[config.mk]
export PLATFORM = sky130hd
export DESIGN_NAME = hptm_lane
export DESIGN_NICKNAME = d
export VERILOG_FILES = /design/src/rtl/hptm_pkg.sv /design/src/rtl/hptm_lane.sv
export SDC_FILE = /design/constraint.sdc
export NUM_CORES = 2
export LEC_CHECK = 0
export ABC_CLOCK_PERIOD_IN_PS = 7100
export BUFFER_PORTS_ARGS = -buffer_cell sky130_fd_sc_hd__buf_2
export CAP_MARGIN = 5
export CORE_UTILIZATION = 45
export CTS_CLUSTER_DIAMETER = 60
export DETAILED_ROUTE_END_ITERATION = 8
export PLACE_DENSITY = 0.69
export SLEW_MARGIN = 10
export SYNTH_ARGS = -nofsm -noshare
export SYNTH_HDL_FRONTEND = slang
export SYNTH_SLANG_ARGS = --single-unit
[constraint.sdc]
create_clock -name clk -period 7.1 [get_ports clk]
set_input_delay 1.42 -clock clk [delete_from_list [all_inputs] [get_ports clk]]
set_output_delay 1.42 -clock clk [all_outputs]
set_load 0.02 [all_outputs]
[src/rtl/hptm_pkg.sv]
// Package for the HDR pixel tone map and pack core: pipeline sizes and the
// per-channel float32 conversion and divider step functions. No dependencies.
`timescale 1ns / 1ps
`default_nettype none
package hptm_pkg;

  localparam int NUM_STAGES = 12;
  localparam int DIV_STAGES = 8;
  localparam int FIRST_DIV = 2;
  localparam int MUL_STAGE = FIRST_DIV + DIV_STAGES;
  localparam int ROM_STAGE = MUL_STAGE + 1;

  typedef logic [NUM_STAGES-1:0] stage_en_t;

  function automatic logic [31:0] to_fixed(input logic [31:0] f);
    logic [7:0] e;
    logic [23:0] sig;
    logic [31:0] r;
    e = f[30:23];
    sig = {(e != 8'd0), f[22:0]};
    if (e == 8'd0) e = 8'd1;
    if (f[31]) begin
      r = '0;
    end else if (f[30:23] == 8'hFF) begin
      r = (f[22:0] != 23'd0) ? 32'd0 : 32'hFFFF_FFFF;
    end else if (e >= 8'd134) begin
      if ((e - 8'd134) > 8'd8) r = 32'hFFFF_FFFF;
      else r = {8'd0, sig} << (e - 8'd134);
    end else if ((8'd134 - e) >= 8'd32) begin
      r = '0;
    end else begin
      r = {8'd0, sig} >> (8'd134 - e);
    end
    return r;
  endfunction

  function automatic logic [15:0] to_half(input logic [31:0] f);
    logic s;
    logic [7:0] e;
    logic [22:0] m;
    logic [14:0] r;
    logic [31:0] sig;
    logic [31:0] hm;
    logic [31:0] rem;
    logic [31:0] half;
    logic [7:0] sh;
    s = f[31];
    e = f[30:23];
    m = f[22:0];
    r = '0;
    sig = {8'd0, 1'b1, m};
    sh = 8'd126 - e;
    hm = '0;
    rem = '0;
    half = '0;
    if (e == 8'hFF) begin
      r = (m != 23'd0) ? {5'h1F, 1'b1, m[21:13]} : 15'h7C00;
    end else if (e == 8'd0) begin
      r = '0;
    end else if (e > 8'd142) begin
      r = 15'h7C00;
    end else if (e >= 8'd113) begin
      r = {e[4:0] - 5'd16, m[22:13]};
      if (m[12:0] > 13'h1000 || (m[12:0] == 13'h1000 && m[13])) r = r + 15'd1;
    end else if (sh <= 8'd25) begin
      hm = sig >> sh;
      rem = sig & ((32'd1 << sh) - 32'd1);
      half = 32'd1 << (sh - 8'd1);
      if (rem > half || (rem == half && hm[0])) hm = hm + 32'd1;
      r = hm[14:0];
    end
    return {s, r};
  endfunction

  // One restoring step of the divider: quotient bit on top, new remainder below.
  function automatic logic [33:0] div_step(input logic [32:0] rem, input logic [32:0] d);
    logic [33:0] sh;
    logic [33:0] res;
    sh = {rem, 1'b0};
    if (sh >= {1'b0, d}) begin
      res = {1'b1, 33'(sh - {1'b0, d})};
    end else begin
      res = {1'b0, sh[32:0]};
    end
    return res;
  endfunction

endpackage
`default_nettype wire

[src/rtl/hptm_lane.sv]
// One colour lane of the tone mapper: fixed point, pipelined x/(1+x) divider,
// table index multiply and gamma ROM read. Depends on hptm_pkg.
`timescale 1ns / 1ps
`default_nettype none
module hptm_lane #(
  parameter int DEPTH = 1024
) (
  input  wire logic               clk,
  input  wire hptm_pkg::stage_en_t en,
  input  wire logic [31:0]        f,
  output logic [7:0]              value
);
  import hptm_pkg::*;

  localparam int IW = $clog2(DEPTH);
  localparam int DW = $clog2(DEPTH + 1);
  localparam int PW = 16 + DW;

  function automatic logic [DEPTH*8-1:0] build_rom();
    logic [DEPTH*8-1:0] rom;
    logic [159:0] rhs;
    logic [159:0] lhs;
    int lo;
    int hi;
    int mid;
    rom = '0;
    for (int i = 0; i < DEPTH; i++) begin
      rhs = 160'd1;
      for (int k = 0; k < 11; k++) rhs = rhs * 160'd255;
      for (int k = 0; k < 5; k++) rhs = rhs * 160'(i);
      lo = 0;
      hi = 255;
      while (lo < hi) begin
        mid = (lo + hi + 1) / 2;
        lhs = 160'd1;
        for (int k = 0; k < 11; k++) lhs = lhs * 160'(mid);
        for (int k = 0; k < 5; k++) lhs = lhs * 160'(DEPTH);
        if (lhs <= rhs) lo = mid;
        else hi = mid - 1;
      end
      rom[i*8 +: 8] = 8'(lo);
    end
    return rom;
  endfunction

  localparam logic [DEPTH*8-1:0] GammaRom = build_rom();

  logic [32:0] rem [0:DIV_STAGES];
  logic [32:0] dvs [0:DIV_STAGES];
  logic [15:0] quo [0:DIV_STAGES];
  logic [IW-1:0] idx;
  logic [PW-1:0] prod;
  logic [31:0] fx;

  assign fx = to_fixed(f);

  always_ff @(posedge clk) begin
    if (en[1]) begin
      rem[0] <= {1'b0, fx};
      dvs[0] <= {1'b0, fx} + 33'h1_0000;
      quo[0] <= '0;
    end
  end

  for (genvar j = 0; j < DIV_STAGES; j++) begin : g_div
    logic [33:0] s1;
    logic [33:0] s2;
    assign s1 = div_step(rem[j], dvs[j]);
    assign s2 = div_step(s1[32:0], dvs[j]);
    always_ff @(posedge clk) begin
      if (en[FIRST_DIV + j]) begin
        rem[j+1] <= s2[32:0];
        dvs[j+1] <= dvs[j];
        quo[j+1] <= {quo[j][13:0], s1[33], s2[33]};
      end
    end
  end

  assign prod = PW'(quo[DIV_STAGES]) * PW'(DEPTH);

  always_ff @(posedge clk) begin
    if (en[MUL_STAGE]) begin
      idx <= prod[16 +: IW];
    end
    if (en[ROM_STAGE]) begin
      value <= GammaRom[{idx, 3'b000} +: 8];
    end
  end

endmodule
`default_nettype wire

==> results_tabular.tex <==
\begin{tabular}{lr}
\hline
Metric & Value \\
\hline
\multicolumn{2}{l}{\textbf{CTS}} \\
CTS buffer count & 49 \\
Clock Sinks & 391 \\
Worst skew pair latency & 0.62 ns \\
Clock tree from TritonCTS & yes \\
Hold buffer count at cts & 0 \\
Root Buffer Master & sky130\_fd\_sc\_hd\_\_clkbuf\_16 \\
Clock transition time at the flip-flop clock pins of the worst setup and hold paths & 0.06 ns \\
Deepest level of the CTS H-tree & 2 \\
Bufs on Longest Clock Path & 3 \\
\multicolumn{2}{l}{\textbf{Route}} \\
Remaining routing DRC violations & 0 \\
Vias & 32.6k \\
Antenna-violating nets left & 0 \\
First-pass iteration count of the detailed router & 6 \\
Post-DR vias/cell & 6.09 \\
Routed wire length & 104000 µm \\
Violation count after the first detailed-routing iteration & 3015 \\
Routed wire length per instance & 19.3 µm \\
\multicolumn{2}{l}{\textbf{Power}} \\
Peak supply drop & 0.333 mV \\
Power per cell area & between 500 and 600 nW/µm² \\
Leakage & 16.5 nW \\
\multicolumn{2}{l}{\textbf{Setup path}} \\
Critical-path cell with the highest stage delay & sky130\_fd\_sc\_hd\_\_a2111oi\_1 \\
Arrival time at the worst endpoint & 7.15 ns \\
Worst Path Required & 7.44 ns \\
CP Launch Type & flop \\
Element type at the critical path end & flop \\
Slowest Stage Delay on Critical Path & 0.52 ns \\
Top fanout value on the critical path & 5 \\
Bufs and invs on worst path & 5 \\
Cell class contributing the biggest share of worst-path delay & compound AO/OA/AOI/OAI gates \\
Crit path top cell by count & sky130\_fd\_sc\_hd\_\_buf\_4 \\
Critical path type & reg -> reg \\
\multicolumn{2}{l}{\textbf{STA}} \\
Final hold viol count & 0 \\
Tightest hold margin & 0.407 ns \\
Final-report setup violation count & 0 \\
Post-layout minimum cycle time & roughly 7 ns \\
Max Clock Skew & roughly 0.037 ns \\
Pins Over Slew Limit & 0 \\
Slew at the pin closest to its max-slew limit & 1.25 ns \\
Fmax & between 0.1 and 0.15 GHz \\
Fin crit share & 0.958 \\
Normalized max-slew margin & 0.159 \\
\multicolumn{2}{l}{\textbf{Logic synthesis}} \\
Synth cell types & 100 \\
Top area cells in the synthesized netlist & sky130\_fd\_sc\_hd\_\_edfxtp\_1, sky130\_fd\_sc\_hd\_\_ha\_1, sky130\_fd\_sc\_hd\_\_a21oi\_1 \\
Number of cells produced by synthesis & 4259 \\
Portion of synthesized cell area occupied by the leading cell type & 0.312 \\
EDFF count, synth & 391 \\
Proportion of synthesized chip area in sequential cells & 0.312 \\
Count of synthesis-stage warnings from yosys & 0 \\
Number of nets produced by synthesis & between 4k and 5k \\
Average instance area after synthesis & 8.83 µm² \\
Top cell type by total area after synthesis & sky130\_fd\_sc\_hd\_\_edfxtp\_1 \\
Post-Syn Area & between 30000 and 40000 µm² \\
Fraction of registers with async set/reset & 0 \\
Commonest cells in the synthesized netlist & sky130\_fd\_sc\_hd\_\_edfxtp\_1, sky130\_fd\_sc\_hd\_\_a21oi\_1, sky130\_fd\_sc\_hd\_\_o21ai\_0 \\
Cell with the most instances after synthesis & sky130\_fd\_sc\_hd\_\_edfxtp\_1 \\
Synthesized flop and latch total & 391 \\
Leading register cell type out of synthesis & sky130\_fd\_sc\_hd\_\_edfxtp\_1 \\
\multicolumn{2}{l}{\textbf{Global route}} \\
Largest net degree at the start of global routing & 97 \\
Vias in the first global route & 30.8k \\
Antenna violations before repair & 1 \\
Highest-utilization routing layer at the global route stage & met2 \\
Wire length of the first global-routing pass & 164000 µm \\
Met3 Resource Use GR & 0.0283 \\
Global route overflow & 0 \\
Total GRT Usage & 0.238 \\
Global-route met1 utilization & 0.319 \\
Met2 usage in global routing & 0.392 \\
\multicolumn{2}{l}{\textbf{Die}} \\
Die area & about 85000 µm² \\
Row count & 105 \\
I/O pins & between 50 and 60 \\
Vertical die dimension & 291 µm \\
Core area & 82400 µm² \\
Die boundary width & 291 µm \\
Effective utilization at floorplan & 0.456 \\
\multicolumn{2}{l}{\textbf{Min path}} \\
Hold/Removal Path Class & reg -> reg \\
\multicolumn{2}{l}{\textbf{Layout}} \\
Core utilization of the finished layout & 0.498 \\
Area Overhead vs Synth & 9.16\% \\
Final instance count without filler cells & 5364 \\
Finished Cell Area & 41000 µm² \\
Share of post-route cells with drive strength above 1 & 0.118 \\
Final Net Count & around 4.6k \\
Filler Cells Inserted & approximately 7.7k \\
\multicolumn{2}{l}{\textbf{Place}} \\
Total of buffers placed on input and output ports & 51 \\
Final estimated routing congestion in global placement & just under 1 \\
Total placed cells including tap cells & 5265 \\
HPWL after DPL & 79200 µm \\
Post-place instance area & 39200 µm² \\
\multicolumn{2}{l}{\textbf{Outcome}} \\
Outcome & finished clean \\
\multicolumn{2}{l}{\textbf{Run}} \\
Max cap viols & 0 \\
\hline
\end{tabular}
[sequential cells by signal, summed over array words and instances, names as in the netlist]
register  cells
value         8
idx          10
quo          60
dvs         165
rem         148
[timing repair]
action,CTS,global route
setup endpoints to repair,0,102
gates resized for setup,0,17
setup buffers,0,8
[path summary, 6_finish.rpt]
check             startpoint           to  slack [ns]  depth (start not counted)
setup / recovery  rem[0][66]  rem[0][128]        0.30                         26
hold / removal     quo[7][9]   quo[8][11]        0.41                          0
setup reg to reg  rem[0][66]  rem[0][128]        0.30                         26
hold reg to reg    quo[7][9]   quo[8][11]        0.41                          0
[area by class of cell]
cell class                      instances  area (µm²)  share of cell area
Antenna cell                            1        2.50           0.0000610
Clock buffer                           56        1270              0.0310
Clock inverter                         33         439              0.0107
Inverter                              258         968              0.0236
Multi-Input combinational cell       3401       24200               0.589
Sequential cell                       391       11700               0.286
Tap cell                             1070        1340              0.0326
Timing Repair Buffer                  154        1100              0.0268
[logic make-up (layout without fill, tap and decap cells)]
| family | Yosys count | in the layout | synth area share |
|---|---|---|---|
| XOR/XNOR | 273 | 273 | 0.0638 |
| multiplexers | 242 | 242 | 0.0767 |
| AND/OR/NAND/NOR | 1142 | 1142 | 0.146 |
| buffers and inverters | 468 | 501 | 0.0482 |
| other | 0 | 1 | 0 |
| flip-flops | 391 | 391 | 0.312 |
| adder cells (fa/ha/maj) | 348 | 348 | 0.116 |
| AO/OA/AOI/OAI | 1395 | 1396 | 0.237 |
[through the flow]
stage / setup TNS (ns) / power (W) / worst slack, ns
2_1_floorplan: 0 / 0.0155 / 0.371
3_3_place_gp: 0 / 0.0187 / 0.0587
3_5_place_dp: 0 / 0.0188 / 0.0495
4_1_cts: 0 / 0.0216 / 0.00144
5_1_grt: -0.103 / 0.0236 / -0.0549
6_report: 0 / 0.0218 / 0.296
[layout by cell type (no fill, tap or decap), drive strengths merged, types with 87 or more instances in the layout]
cell / instances
edfxtp: 391
nand3: 87
nand2: 316
inv: 261
buf: 154
xor2: 94
a21oi: 383
ha: 341
nor2: 321
xnor2: 179
a21o: 124
nor3: 96
mux2: 170
o21ai: 355
[worst reg2reg max path, delay by kind of cell, from the launching register on]
kind	cells	cell delay, ns
AO/OA/AOI/OAI	14	3.58
XOR/XNOR	1	0.08
adder cells (fa/ha/maj)	2	0.66
buffers and inverters	5	0.89
flip-flops	1	0.45
multiplexers	2	0.61
AND/OR/NAND/NOR	2	0.27
[where the power goes]
| part | internal [W] | switching [W] | total [W] | leakage (nW) |
|---|---|---|---|---|
| registers | 0.00369 | 0.000389 | 0.00408 | 3.81 |
| logic | 0.00705 | 0.00810 | 0.0152 | 11.9 |
| clock network | 0.00154 | 0.00104 | 0.00258 | 0.820 |
| total | 0.0123 | 0.00953 | 0.0218 | 16.5 |
[routing by layer]
metal / share of wire / vias up / routed length [µm]
met2: 0.46 / 1142 / 47500
met5: 0.000068 / - / 7
met3: 0.058 / 224 / 6000
li1: - / 16008 / -
met1: 0.44 / 15273 / 46000
met4: 0.039 / 2 / 4060
(Power assumes the default switching activity.)
